### config.mk
export PLATFORM = sky130hd
export DESIGN_NAME = prime_fibonacci_classifier
export DESIGN_NICKNAME = d
export VERILOG_FILES = /design/src/rtl/pfc_pkg.sv /design/src/rtl/pfc_ctrl.sv /design/src/rtl/pfc_dpath.sv /design/src/rtl/prime_fibonacci_classifier.sv
export SDC_FILE = /design/constraint.sdc
export NUM_CORES = 1
export LEC_CHECK = 0
export ABC_AREA = 0
export BUFFER_PORTS_ARGS = -buffer_cell sky130_fd_sc_hd__buf_2
export CORE_MARGIN = 3
export CORE_UTILIZATION = 61
export CTS_CLUSTER_SIZE = 16
export DETAILED_ROUTE_END_ITERATION = 10
export PLACE_DENSITY_LB_ADDON = 0.15
export SKIP_LAST_GASP = 1
export SYNTH_ARGS = -nofsm -noshare
export SYNTH_HDL_FRONTEND = slang
export SYNTH_SLANG_ARGS = --single-unit
export TNS_END_PERCENT = 5
### constraint.sdc
create_clock -name clk -period 10.7 [get_ports clk]
set_input_delay 1.07 -clock clk [delete_from_list [all_inputs] [get_ports clk]]
set_output_delay 1.07 -clock clk [all_outputs]
set_load 0.02 [all_outputs]
### src/rtl/pfc_pkg.sv
// Package for the prime / Fibonacci classifier.
// Holds the default width, the controller state type and the command and
// status structs shared by the controller and the datapath.
`timescale 1ns / 1ps

package pfc_pkg;

  localparam int VALUE_BITS_DEF = 14;

  typedef enum logic [2:0] {
    PFC_IDLE,
    PFC_CHECK,
    PFC_DIV,
    PFC_REM,
    PFC_WAIT
  } pfc_state_t;

  typedef struct packed {
    logic load;
    logic div_start;
    logic div_step;
    logic next_div;
    logic set_prime;
    logic prime_val;
    logic emit;
  } pfc_cmd_t;

  typedef struct packed {
    logic lt_two;
    logic sq_gt_val;
    logic div_last;
    logic rem_zero;
    logic fib_done;
    logic out_free;
  } pfc_sts_t;

endpackage

### src/rtl/pfc_ctrl.sv
// Controller for the prime / Fibonacci classifier.
// Sequences the trial-division loop and the result transfer; uses pfc_pkg.
`timescale 1ns / 1ps

module pfc_ctrl (
  input  logic               clk,
  input  logic               rst_n,
  input  logic               in_valid,
  output logic               in_stall,
  input  pfc_pkg::pfc_sts_t  sts,
  output pfc_pkg::pfc_cmd_t  cmd,
  output pfc_pkg::pfc_state_t state
);

  pfc_pkg::pfc_state_t state_r;
  pfc_pkg::pfc_state_t state_nxt;

  always_ff @(posedge clk) begin
    if (!rst_n) begin
      state_r <= pfc_pkg::PFC_IDLE;
    end else begin
      state_r <= state_nxt;
    end
  end

  always_comb begin
    state_nxt = state_r;
    unique case (state_r)
      pfc_pkg::PFC_IDLE: begin
        if (in_valid) state_nxt = pfc_pkg::PFC_CHECK;
      end
      pfc_pkg::PFC_CHECK: begin
        if (sts.lt_two || sts.sq_gt_val) state_nxt = pfc_pkg::PFC_WAIT;
        else state_nxt = pfc_pkg::PFC_DIV;
      end
      pfc_pkg::PFC_DIV: begin
        if (sts.div_last) state_nxt = pfc_pkg::PFC_REM;
      end
      pfc_pkg::PFC_REM: begin
        if (sts.rem_zero) state_nxt = pfc_pkg::PFC_WAIT;
        else state_nxt = pfc_pkg::PFC_CHECK;
      end
      pfc_pkg::PFC_WAIT: begin
        if (sts.fib_done && sts.out_free) state_nxt = pfc_pkg::PFC_IDLE;
      end
      default: state_nxt = pfc_pkg::PFC_IDLE;
    endcase
  end

  always_comb begin
    cmd      = '0;
    in_stall = 1'b1;
    unique case (state_r)
      pfc_pkg::PFC_IDLE: begin
        in_stall = 1'b0;
        cmd.load = in_valid;
      end
      pfc_pkg::PFC_CHECK: begin
        if (sts.lt_two || sts.sq_gt_val) begin
          // no divisor left to try: prime unless below two
          cmd.set_prime = 1'b1;
          cmd.prime_val = !sts.lt_two;
        end else begin
          cmd.div_start = 1'b1;
        end
      end
      pfc_pkg::PFC_DIV: begin
        cmd.div_step = 1'b1;
      end
      pfc_pkg::PFC_REM: begin
        if (sts.rem_zero) begin
          cmd.set_prime = 1'b1;
          cmd.prime_val = 1'b0;
        end else begin
          cmd.next_div = 1'b1;
        end
      end
      pfc_pkg::PFC_WAIT: begin
        cmd.emit = sts.fib_done && sts.out_free;
      end
      default: begin
        cmd = '0;
      end
    endcase
  end

  assign state = state_r;

endmodule

### src/rtl/pfc_dpath.sv
// Datapath for the prime / Fibonacci classifier: bit-serial remainder unit,
// divisor and square tracking, Fibonacci walk and output register; uses pfc_pkg.
`timescale 1ns / 1ps

module pfc_dpath #(
  parameter int VALUE_BITS = pfc_pkg::VALUE_BITS_DEF
) (
  input  logic                  clk,
  input  logic                  rst_n,
  input  logic [VALUE_BITS-1:0] in_value,
  input  pfc_pkg::pfc_cmd_t     cmd,
  output pfc_pkg::pfc_sts_t     sts,
  output logic                  out_valid,
  input  logic                  out_stall,
  output logic                  out_is_prime,
  output logic                  out_is_fibonacci,
  output logic [1:0]            out_rank
);

  localparam int W     = VALUE_BITS;
  localparam int IDX_W = $clog2(VALUE_BITS);

  logic [W-1:0]     value_r, value_nxt;
  logic [W-1:0]     div_r, div_nxt;
  logic [W:0]       sq_r, sq_nxt;
  logic [W-1:0]     rem_r, rem_nxt;
  logic [IDX_W-1:0] idx_r, idx_nxt;
  logic [W+1:0]     fa_r, fa_nxt;
  logic [W+1:0]     fb_r, fb_nxt;
  logic             fib_done_r, fib_done_nxt;
  logic             fib_hit_r, fib_hit_nxt;
  logic             prime_r, prime_nxt;
  logic             out_valid_r, out_valid_nxt;
  logic             out_prime_r, out_prime_nxt;
  logic             out_fib_r, out_fib_nxt;
  logic [1:0]       out_rank_r, out_rank_nxt;

  logic [W:0]       rem_sh;
  logic [W:0]       rem_diff;
  logic             out_free;

  // one restoring-division step: shift in the next dividend bit
  assign rem_sh   = {rem_r, value_r[idx_r]};
  assign rem_diff = rem_sh - {1'b0, div_r};
  assign out_free = !out_valid_r || !out_stall;

  always_comb begin
    value_nxt = value_r;
    div_nxt   = div_r;
    sq_nxt    = sq_r;
    rem_nxt   = rem_r;
    idx_nxt   = idx_r;
    prime_nxt = prime_r;
    if (cmd.load) begin
      value_nxt = in_value;
      div_nxt   = W'(2);
      sq_nxt    = (W+1)'(4);
    end
    if (cmd.div_start) begin
      rem_nxt = '0;
      idx_nxt = IDX_W'(W - 1);
    end
    if (cmd.div_step) begin
      rem_nxt = (rem_sh >= {1'b0, div_r}) ? rem_diff[W-1:0] : rem_sh[W-1:0];
      idx_nxt = idx_r - IDX_W'(1);
    end
    if (cmd.next_div) begin
      // (d+1)^2 = d^2 + 2d + 1
      sq_nxt  = sq_r + {div_r, 1'b1};
      div_nxt = div_r + W'(1);
    end
    if (cmd.set_prime) prime_nxt = cmd.prime_val;
  end

  // Fibonacci walk runs alongside the division loop
  always_comb begin
    fa_nxt       = fa_r;
    fb_nxt       = fb_r;
    fib_done_nxt = fib_done_r;
    fib_hit_nxt  = fib_hit_r;
    if (cmd.load) begin
      fa_nxt       = '0;
      fb_nxt       = (W+2)'(1);
      fib_done_nxt = 1'b0;
      fib_hit_nxt  = 1'b0;
    end else if (!fib_done_r) begin
      if (fa_r == {2'b00, value_r}) begin
        fib_done_nxt = 1'b1;
        fib_hit_nxt  = 1'b1;
      end else if (fa_r > {2'b00, value_r}) begin
        fib_done_nxt = 1'b1;
      end else begin
        fa_nxt = fb_r;
        fb_nxt = fa_r + fb_r;
      end
    end
  end

  always_comb begin
    out_valid_nxt = out_valid_r;
    out_prime_nxt = out_prime_r;
    out_fib_nxt   = out_fib_r;
    out_rank_nxt  = out_rank_r;
    if (cmd.emit) begin
      out_valid_nxt = 1'b1;
      out_prime_nxt = prime_r;
      out_fib_nxt   = fib_hit_r;
      out_rank_nxt  = {1'b0, prime_r} + {1'b0, fib_hit_r};
    end else if (!out_stall) begin
      out_valid_nxt = 1'b0;
    end
  end

  always_ff @(posedge clk) begin
    if (!rst_n) begin
      fib_done_r  <= 1'b1;
      out_valid_r <= 1'b0;
    end else begin
      fib_done_r  <= fib_done_nxt;
      out_valid_r <= out_valid_nxt;
    end
  end

  always_ff @(posedge clk) begin
    value_r     <= value_nxt;
    div_r       <= div_nxt;
    sq_r        <= sq_nxt;
    rem_r       <= rem_nxt;
    idx_r       <= idx_nxt;
    fa_r        <= fa_nxt;
    fb_r        <= fb_nxt;
    fib_hit_r   <= fib_hit_nxt;
    prime_r     <= prime_nxt;
    out_prime_r <= out_prime_nxt;
    out_fib_r   <= out_fib_nxt;
    out_rank_r  <= out_rank_nxt;
  end

  always_comb begin
    sts.lt_two    = value_r < W'(2);
    sts.sq_gt_val = sq_r > {1'b0, value_r};
    sts.div_last  = idx_r == '0;
    sts.rem_zero  = rem_r == '0;
    sts.fib_done  = fib_done_r;
    sts.out_free  = out_free;
  end

  assign out_valid        = out_valid_r;
  assign out_is_prime     = out_prime_r;
  assign out_is_fibonacci = out_fib_r;
  assign out_rank         = out_rank_r;

endmodule

### src/rtl/prime_fibonacci_classifier.sv
// Top level of the prime / Fibonacci classifier.
// Joins pfc_ctrl and pfc_dpath; uses pfc_pkg.
//
// Usage: present a number on in_value with in_valid; it is taken on a clock
// edge where in_stall is low. One result (out_is_prime, out_is_fibonacci,
// out_rank) follows on the out_ channel for each transfer in.
// Primality is trial division over divisors d = 2, 3, ... while d*d <= value,
// each remainder formed by a bit-serial divider at one bit per cycle.
// Each candidate takes a check, VALUE_BITS division steps and a remainder test.
// The search stops at the first divisor that divides evenly, so a prime is
// slowest. The Fibonacci walk (one sequence term per cycle) runs alongside
// and the result waits for both; the walk sets the time for small values
// and values with a small factor. One item is worked on at a time; the next
// is taken once the result has moved into the output register.
// Reset (rst_n low at a clock edge) returns the controller to idle and drops
// any pending result. A stalled result holds in the output register while
// the next item is already taken and computed; that item then waits until
// the register frees up.
`timescale 1ns / 1ps

module prime_fibonacci_classifier #(
  parameter int VALUE_BITS = pfc_pkg::VALUE_BITS_DEF
) (
  input  logic                  clk,
  input  logic                  rst_n,
  input  logic                  in_valid,
  output logic                  in_stall,
  input  logic [VALUE_BITS-1:0] in_value,
  output logic                  out_valid,
  input  logic                  out_stall,
  output logic                  out_is_prime,
  output logic                  out_is_fibonacci,
  output logic [1:0]            out_rank
);

  pfc_pkg::pfc_cmd_t   cmd;
  pfc_pkg::pfc_sts_t   sts;
  pfc_pkg::pfc_state_t state;

  pfc_ctrl u_ctrl (
    .clk      (clk),
    .rst_n    (rst_n),
    .in_valid (in_valid),
    .in_stall (in_stall),
    .sts      (sts),
    .cmd      (cmd),
    .state    (state)
  );

  pfc_dpath #(
    .VALUE_BITS (VALUE_BITS)
  ) u_dpath (
    .clk              (clk),
    .rst_n            (rst_n),
    .in_value         (in_value),
    .cmd              (cmd),
    .sts              (sts),
    .out_valid        (out_valid),
    .out_stall        (out_stall),
    .out_is_prime     (out_is_prime),
    .out_is_fibonacci (out_is_fibonacci),
    .out_rank         (out_rank)
  );

`ifndef NO_ASSERTIONS
  a_accept_busy: assert property (@(posedge clk) disable iff (!rst_n)
    (in_valid && !in_stall) |=> (state == pfc_pkg::PFC_CHECK))
    else $error("accepted item did not start the divisor check");

  a_emit_ready: assert property (@(posedge clk) disable iff (!rst_n)
    cmd.emit |-> (sts.fib_done && sts.out_free))
    else $error("result emitted before Fibonacci walk done or slot free");

  a_emit_valid: assert property (@(posedge clk) disable iff (!rst_n)
    cmd.emit |=> (out_valid && out_rank != 2'd3))
    else $error("emitted result not presented or rank out of range");

  a_no_overwrite: assert property (@(posedge clk) disable iff (!rst_n)
    (out_valid && out_stall) |-> !cmd.emit)
    else $error("stalled result overwritten");
`endif

endmodule

== Word-level counts from Yosys, hierarchy flattened ==
Index checks and enable logic that the tools add are counted.

* Flip-flop bits (word level): 104
* Input bits: 18
* Output and inout bits: 6
* Word-level logic and storage cells: 86

* Order comparisons: 5
* Eq/ne operators: 9
* Multiplexer cells: 34
* Reductions and logical operators: 14
* Bitwise gates (word level): 3
* $add $sub $neg: 6

{| class="wikitable"
|+ Operators by type and width
! cell !! number
|-
| $mux 14 || 5
|-
| $mux 15 || 2
|-
| $add 16x16->16 || 1
|-
| $eq 16x14->1 || 1
|-
| $gt 16x14->1 || 1
|-
| $add 15x15->15 || 1
|-
| $ge 15x14->1 || 1
|-
| $gt 15x14->1 || 1
|-
| $mux 1 || 15
|-
| $mux 3 || 5
|-
| $pmux 3 s5 || 1
|-
| $add 14x1->14 const B || 1
|-
| $logic_not 14->1 || 1
|-
| $lt 14x2->1 const B || 1
|-
| $sub 14x14->14 || 1
|-
| $mux 4 || 2
|-
| $eq 3x2->1 const B || 2
|-
| $reduce_and 3->1 || 2
|-
| $lt 4x5->1 const B || 1
|-
| $bmux 1 s4 || 1
|-
| $logic_not 4->1 || 1
|-
| $mux 2 || 2
|-
| $ne 2x1->1 const B || 2
|-
| $ne 2x2->1 const B || 2
|-
| other kinds (12) || 18
|}

== Depth between registers and ports, before layout ==
Gate-level depths: netlist of run 1.

* Word-level depth: 6
* Mapped depth: 14
* Mapped depth without buffers: 13

== By module ==
From an unflattened synthesis of run 1, not the netlist that was laid out.

* Cells, all modules: 712
* Area total of the unflattened synthesis: 7048.0 um^2

{| class="wikitable"
|+ By module, submodules not included
! module !! cells each !! instances !! area an instance (um^2) !! seq. area each (um^2)
|-
| pfc_dpath || 683 || 1 || 6809.0 || 2682.6
|-
| pfc_ctrl || 29 || 1 || 239.0 || 60.1
|}

== Least setup slack after synthesis of run 1 ==
Ideal clock, no wire load.

* Path kind: register -> register
* Start: register u_dpath.idx_r[3]
* End: register u_dpath.rem_r[12] (data pin)
* Buffers on the path: 1
* Slack: 7.267 ns
* Library setup time: 0.257 ns
* Stages on the path, launching flop included: 15
* Required time: 10.443 ns
* Arrival time: 3.177 ns
* Period minus slack after synthesis: 3.433 ns
* Path through: edfxtp_1 clkbuf_1 mux4_2 nand2_1 a21oi_1 a21oi_1 ha_1 inv_1 fa_1 a21oi_1 o2bb2ai_1 o311a_1 a2111oi_0 xnor2_1 o2bb2ai_1

* Word-level cells in the longest chain between the ends: 5
* Elaborated cells between the ends (all ways): 6
* Classes of those cells: add/sub (1); order compare (1); mux (4)

{| class="wikitable"
|+ RTL lines
! element !! RTL line !! text
|-
| start: declaration || pfc_dpath.sv:27 || <nowiki>logic [IDX_W-1:0] idx_r, idx_nxt;</nowiki>
|-
| start signal: assignment || pfc_dpath.sv:129 || <nowiki>idx_r <= idx_nxt;</nowiki>
|-
| $bmux 1 s4 * || pfc_dpath.sv:43 || <nowiki>assign rem_sh = {rem_r, value_r[idx_r]};</nowiki>
|-
| $mux 1 (implied by the code) * || pfc_dpath.sv:43 ||
|-
| $sub 14x14->14 or $ge 15x14->1 (tied branches) || pfc_dpath.sv:44, pfc_dpath.sv:64 ||
|-
| $mux 14 * || pfc_dpath.sv:64 || <nowiki>rem_nxt = (rem_sh >= {1'b0, div_r}) ? rem_diff[W-1:0] : rem_sh[W-1:0];</nowiki>
|-
| $mux 14 * || pfc_dpath.sv:63 || <nowiki>if (cmd.div_step) begin</nowiki>
|-
| end signal: assignment || pfc_dpath.sv:128 || <nowiki>rem_r <= rem_nxt;</nowiki>
|-
| end: declaration || pfc_dpath.sv:26 || <nowiki>logic [W-1:0] rem_r, rem_nxt;</nowiki>
|}

Every way passes the cells marked *; elsewhere a longest branch is shown, timed or not. The select of a mux whose other input is x is not followed.
A chain may end at the register's enable or synchronous reset.

== Final worst setup path of run 1 ==
* Start: register u_dpath.idx_r[3]
* End: register u_dpath.rem_r[11] (data pin)

The elaborated chain is that of the path after synthesis.

==> results of run 1 <==
[logic make-up after synthesis]
group	after synthesis
multiplexers	12
adder cells (fa/ha/maj)	76
flip-flops	104
AO/OA/AOI/OAI	199
AND/OR/NAND/NOR	247
XOR/XNOR	36
buffers and inverters	68
[cell usage in the layout (no fill, tap or decap), types with 9 or more instances in the layout]
master and n:
ha_1 73, buf_2 23, o21ai_0 34, nor2_1 64, a21oi_1 63, nand2_1 80
a211oi_1 13, a21o_1 14, dfxtp_1 38, edfxtp_1 66, o21a_1 12, clkbuf_16 9
nand3_1 30, nor3_1 17, xnor2_1 30, inv_1 50
[report_power, final]
| part | switching, W | internal (W) | total [W] |
|---|---|---|---|
| Sequential | 0.0000325 | 0.000464 | 0.000496 |
| Combinational | 0.000175 | 0.000111 | 0.000285 |
| Clock | 0.000150 | 0.000189 | 0.000339 |
[sequential cells by signal (all words and copies together) (netlist names), 2 cells and up]
register          count
u_dpath.idx_r         4
u_dpath.rem_r        14
u_dpath.value_r      14
u_dpath.fa_r         16
u_dpath.out_rank      2
u_ctrl.state          3
u_dpath.fb_r         16
u_dpath.div_r        14
u_dpath.sq_r         15
[cell type report]
cell class	instances	area [um2]
flip-flops and latches	104	2740
fillers	878	3480
multi-input cells	570	3910
clock inverters	4	52.6
clock buffers	12	246
well taps	140	175
repair buffers	27	145
inverters	50	188
[stage by stage]
stage | cells | area (um2)
after floorplan | 742 | 6900
after global placement | 891 | 7160
after detailed placement | 891 | 7160
after CTS | 907 | 7460
after global routing | 907 | 7460
final | 907 | 7460
[per-layer routing]
layer | vias up | wire, um
li1 | 2788 | -
met1 | 2744 | 7410
met2 | 205 | 7960
met3 | 20 | 1200
met4 | 0 | 257
met5 | - | 0
[worst max path at each step]
stage | start | to | depth (start not counted)
2_1_floorplan | u_dpath.idx_r[3]$_SDFFCE_PN1P_ | u_dpath.rem_r[12]$_SDFFCE_PN0P_ | 14
3_3_place_gp | u_dpath.idx_r[3]$_SDFFCE_PN1P_ | u_dpath.rem_r[8]$_SDFFCE_PN0P_ | 11
3_5_place_dp | u_dpath.idx_r[3]$_SDFFCE_PN1P_ | u_dpath.rem_r[8]$_SDFFCE_PN0P_ | 11
4_1_cts | u_dpath.idx_r[3]$_SDFFCE_PN1P_ | u_dpath.rem_r[8]$_SDFFCE_PN0P_ | 11
5_1_grt | u_dpath.idx_r[3]$_SDFFCE_PN1P_ | u_dpath.rem_r[11]$_SDFFCE_PN0P_ | 11
6_report | u_dpath.idx_r[3]$_SDFFCE_PN1P_ | u_dpath.rem_r[11]$_SDFFCE_PN0P_ | 11
[worst register-to-register path, stage by stage, from the launching register on]
cell      delay (ps)
edfxtp_1         510
mux4_2           540
nand2_1           80
a21oi_1           60
a21oi_1          240
ha_1             220
nor2b_1           60
o31a_1           330
o311ai_1         580
a31oi_1          540
o22ai_1          360
a21oi_1          100
==> metrics.yaml, run 1 <==
outcome: "finished clean"
path_clk_slew_ps: 70
path_common_cell: "a21oi_1"
grt_max_degree: 45
antenna_found_initial: 0
min_period_ps: 3880
irDropWorstVdd_mv: 0.129
routed_wl_mm: 16.8
synth_top_cell_area_share_pct: 28.7
gp_congestion: 0.904
postCtsSetupBuffers: 0
rrSetupSlack_ps: 6820
ys.warnings.count: 0
hp-class: "flip-flop to flip-flop"
dp_hpwl_mm: 12.7
synthArstFlopShare_pct: 0
viasPerCell: 6.35
drive_gt1_share_pct: 6.65
worstSetupStartpointType: "flip-flop"
crit_arrival_ps: 3970
clock.fmax_mhz: 258
netlist_area_mm2: 0.00690
die_y_um: 112
crit_slowest_cell: "o311ai_1"
yosysMostFrequentCell: "nand2_1"
use_met2_pct: 44.8
reg2regPathDepth: 11
drv_cap: 0
worst_slew_pin_slew_ps: 1110
criticalPathCategory: "flip-flop to flip-flop"
insertion_delay_ps: 360
power_w: 0.00112
hold_buffers: 0
cts_tree: "yes"
grtUsageTotal_pct: 27.8
setup_tns_ps: 0
synth_ff_type: "edfxtp_1"
maxSlewHeadroom_pct: 25.5
rsz0062_at_grt: "false"
die_x_um: 112
skew_ps: 10.3
slew_viol_final: 0
drt_iter0_drc: 551
nNetsFinal: 856
r2r_start: "u_dpath.idx_r[3]$_SDFFCE_PN1P_"
max_stage_delay_ps: 580
overflow: 0
endpoint_kind: "flip-flop"
cts_resized: 0
hold_depth: 2
grt_pass1_wl_mm: 28.2
post-route-period-util_pct: 36.2
muxShareOfSynthArea_pct: 2.30
initial_utilization_pct: 63.1
hp-start: "u_dpath.fb_r[7]$_SDFFE_PP0P_"
holdWs_ps: 476
setup_slack_ps: 6820
antenna_left: 0
ys_types: 63
synth_common_cells: "80 x nand2_1, 73 x ha_1, 66 x edfxtp_1"
synth_top_family_by_area: "compound AO/OA/AOI/OAI gates"
crit_fanout: 12
yosysSeqAreaShare_pct: 39.7
ioPinCount: 24
num_antenna_cells: 0
grt_use_met1_pct: 38.6
utilization_pct: 68.2
ys_seq_elements: 104
worstPathCellList: "mux4_2 -> nand2_1 -> a21oi_1 -> a21oi_1 -> ha_1 -> nor2b_1 -> o31a_1 -> o311ai_1 -> a31oi_1 -> o22ai_1 -> a21oi_1"
hold_viol_final: 0
htree_num_levels: 3
synth-simple-area-share_pct: 16.7
clk_root_buffer_cell: "clkbuf_16"
row_count: 38
worstPathBufferInverterCount: 0
synth_xor_area_share_pct: 4.57
synth_compound_area_share_pct: 18.8
drcViolationCount: 0
synth.area.top_cells: "edfxtp_1 29%, ha_1 13%, dfxtp_1 11%, a21oi_1 4.6%, nand2_1 4.4%"
synthCells: 742
min_to: "u_dpath.fa_r[7]$_SDFFE_PP0P_"
synth-edff-count: 66
port-buffer-count: 23
grt_pass1_vias: 5733
synth.largest_area_cell: "edfxtp_1"
p_per_area_mw_per_mm2: 150
cts_buffers: 9
fp.dieArea_mm2: 0.0126
worst_r2r_endpoint: "u_dpath.rem_r[11]$_SDFFCE_PN0P_"
crit_family: "compound AO/OA/AOI/OAI gates"
place_ws_ps: 6920
setup_viol: 0
coreArea_mm2: 0.0109
clock_path_buffers: 2
synth_fa_ha_area_share_pct: 14.1
postSynthAreaPerCell_um2: 9.30
syn2layout_area_growth_pct: 8.07
synth_fp_nets: 836
busiest_layer: "met2"
wl_per_cell_um: 18.6
p_leak_nw: 3.00
drt-pass1-iter-count: 5
clock_sinks: 104
num_vias: 5757
use_met3_pct: 5.61
worstPathRequired_ps: 10800
Power figures use the tool's default switching activity.
==> inputs of run 2 (changes only) <==
--- a/config.mk
+++ b/config.mk
@@ -5,10 +5,10 @@
 export SDC_FILE = /design/constraint.sdc
 export NUM_CORES = 1
 export LEC_CHECK = 0
-export ABC_AREA = 0
+export ABC_AREA = 1
 export BUFFER_PORTS_ARGS = -buffer_cell sky130_fd_sc_hd__buf_2
 export CORE_MARGIN = 3
-export CORE_UTILIZATION = 61
+export CORE_UTILIZATION = 57
 export CTS_CLUSTER_SIZE = 16
 export DETAILED_ROUTE_END_ITERATION = 10
 export PLACE_DENSITY_LB_ADDON = 0.15
==> constraint.sdc (replaced) <==
create_clock -name clk -period 3.5 [get_ports clk]
set_input_delay 0.35 -clock clk [delete_from_list [all_inputs] [get_ports clk]]
set_output_delay 0.35 -clock clk [all_outputs]
set_load 0.02 [all_outputs]
==> metrics.yaml, run 2 <==
coreArea_mm2: 0.0122
netlist_area_mm2: 0.00725
insertion_delay_ps: 360
routed_wl_mm: 16.7
synthArstFlopShare_pct: 0
synth_common_cells: "182 x nand2_1, 143 x nor2_1, 116 x inv_1"
rrSetupSlack_ps: 610
grt_pass1_wl_mm: 28.3
clk_root_buffer_cell: "clkbuf_16"
path_clk_slew_ps: 80
grt_pass1_vias: 5816
synth-edff-count: 66
fillers: 1124
postCtsSetupBuffers: 0
comb_power_share_pct: 45.4
dp_hpwl_mm: 12.9
fp.dieArea_mm2: 0.0141
reg2regPathDepth: 20
cts_tree: "yes"
synthCells: 944
synth.largest_area_cell: "edfxtp_1"
postSynthAreaPerCell_um2: 7.68
hold_depth: 1
holdWs_ps: 168
clock_sinks: 104
die_x_um: 119
outcome: "finished clean"
multi_input_area_mm2: 0.00395
ys_seq_elements: 104
yosysMostFrequentCell: "nand2_1"
rsz0062_at_grt: "false"
regArea_mm2: 0.00274
ioPinCount: 24
slew_viol_final: 0
antenna_left: 0
drive_gt1_share_pct: 6.99
nNetsFinal: 1062
crit_fanout: 12
synth_top_cell_area_share_pct: 27.3
hold_buffers: 0
setup_slack_ps: 608
drt_iter0_drc: 530
clock.fmax_mhz: 346
hp-start: "in_value[6]"
p_int_w: 0.00302
worst_slew_pin_slew_ps: 873
crit_arrival_ps: 3000
utilization_pct: 63.8
antenna_found_initial: 0
worst_r2r_endpoint: "u_dpath.rem_r[8]$_SDFFCE_PN0P_"
skew_ps: 12.2
drt-pass1-iter-count: 6
endpoint_kind: "flip-flop"
cts_buffers: 9
synth.area.top_cells: "edfxtp_1 27%, ha_1 13%, dfxtp_1 10%, nand2_1 9.4%, nor2_1 7.4%"
min_period_ps: 2890
criticalPathCategory: "flip-flop to flip-flop"
worstPathRequired_ps: 3610
htree_num_levels: 3
grt_max_degree: 33
drv_cap: 0
wl_per_cell_um: 14.6
num_antenna_cells: 0
hp-class: "input pin to flip-flop"
pwr-share-seq_pct: 35.7
initial_utilization_pct: 59.4
setup_tns_ps: 0
switching_share_pct: 43.3
clock_path_buffers: 2
port-buffer-count: 23
largest_registers: "u_dpath.fa_r (16), u_dpath.fb_r (16), u_dpath.sq_r (15)"
gp_congestion: 0.940
hold_viol_final: 0
place_ws_ps: 615
cts_resized: 0
min_to: "u_dpath.value_r[6]$_DFFE_PP_"
ys_types: 43
p_per_area_mw_per_mm2: 683
r2r_start: "u_dpath.idx_r[0]$_SDFFCE_PN1P_"
irDropWorstVdd_mv: 0.391
worstSetupStartpointType: "flip-flop"
p_leak_nw: 3.65
drcViolationCount: 0
layout_common_cells: "182 x nand2_1, 143 x nor2_1, 116 x inv_1"
maxSlewHeadroom_pct: 41.3
ys.warnings.count: 0
clkPwrFrac_pct: 18.9
syn2layout_area_growth_pct: 7.43
row_count: 40
dpl_cell_area_mm2: 0.00750
synth_ff_type: "edfxtp_1"
layout_commonest_cell: "nand2_1"
viasPerCell: 5.45
yosysSeqAreaShare_pct: 37.8
synth_fp_nets: 1038
num_vias: 6215
grtUsageTotal_pct: 24.8
switchingPower_w: 0.00230
overflow: 0
post-route-period-util_pct: 82.6
die_y_um: 119
setup_viol: 0
design_area_mm2: 0.00779
[run 2: cell types whose count changed in the layout (fill, tap and decap cells not counted), moves of 11 or more]
cell,previous run,this run
nand2_1,80,182
inv_1,50,116
nand3_1,30,53
o21ai_1,1,33
a21oi_1,63,74
xnor2_1,30,6
nor2_1,64,143
nand4_1,4,15
a211oi_1,13,0
[run 2: worst max path at each step]
stage	from	to	slack (ps)
2_1_floorplan	u_ctrl.state[0]$_SDFFE_PN0P_	u_dpath.div_r[0]$_SDFFCE_PN0P_	910
4_1_cts	u_dpath.idx_r[0]$_SDFFCE_PN1P_	u_dpath.rem_r[8]$_SDFFCE_PN0P_	630
3_5_place_dp	u_dpath.idx_r[0]$_SDFFCE_PN1P_	u_dpath.rem_r[8]$_SDFFCE_PN0P_	610
5_1_grt	u_dpath.idx_r[0]$_SDFFCE_PN1P_	u_dpath.rem_r[8]$_SDFFCE_PN0P_	310
3_3_place_gp	u_dpath.idx_r[0]$_SDFFCE_PN1P_	u_dpath.rem_r[8]$_SDFFCE_PN0P_	660
6_report	u_dpath.idx_r[0]$_SDFFCE_PN1P_	u_dpath.rem_r[8]$_SDFFCE_PN0P_	610
[run 2: cells by family (layout without fill, tap and decap cells)]
family / Yosys count / count (layout) / share of synthesized area (%)
xor gates and xnor gates: 19 / 19 / 2.29
DFF: 104 / 104 / 37.8
and+or+nand+nor: 440 / 440 / 26.1
buffers and inverters: 134 / 163 / 7.75
adders and majority gates: 76 / 76 / 13.4
AOI/OAI and AO/OA: 171 / 171 / 12.6
[run 2: per-layer routing]
| metal | vias up | part of all wire [%] | global-route usage (%) |
|---|---|---|---|
| li1 | 3220 | - | - |
| met3 | 20 | 5.1 | 4.59 |
| met2 | 160 | 43 | 36.6 |
| met1 | 2815 | 50 | 37.1 |
| met5 | - | 0 | 0 |
| met4 | 0 | 1.6 | 7.02 |
[run 2: critical path, cell delays in order (launching register included)]
cell and delay, ps:
edfxtp_1 530, inv_1 200, a21oi_1 80, o21ai_0 70
nand2_1 70, nand2_1 60, nand2_1 50, nand2_1 60
nand2_1 40, inv_1 70, ha_1 180, inv_1 70
fa_1 430, nand3_1 100, nand3_1 140, nand2_1 90
nand2_1 70, xor2_1 130, nand2_1 70, o21ai_1 80
nor2_1 50
[run 2: cell type report]
| class | count | share of cell area, % |
|---|---|---|
| clock buffer | 10 | 3.07 |
| clock inverter | 6 | 0.626 |
| inverter | 118 | 5.68 |
| multi-input combinational | 706 | 50.7 |
| sequential | 104 | 35.2 |
| tap | 168 | 2.70 |
| timing repair buffer | 29 | 2.06 |
[run 2: per-stage QoR]
step           total power, W  instances
2_1_floorplan         0.00377        944
3_3_place_gp          0.00426       1125
3_5_place_dp          0.00430       1125
4_1_cts               0.00532       1141
5_1_grt               0.00580       1141
6_report              0.00532       1141
[run 2: power groups by stage]
stage	sequential (W)	combinational, W	clock (W)
floorplan	0.00183	0.00194	0
global placement	0.00191	0.00235	0
detailed placement	0.00192	0.00238	0
CTS	0.00190	0.00240	0.00102
global route	0.00194	0.00279	0.00108
finish	0.00190	0.00241	0.00101
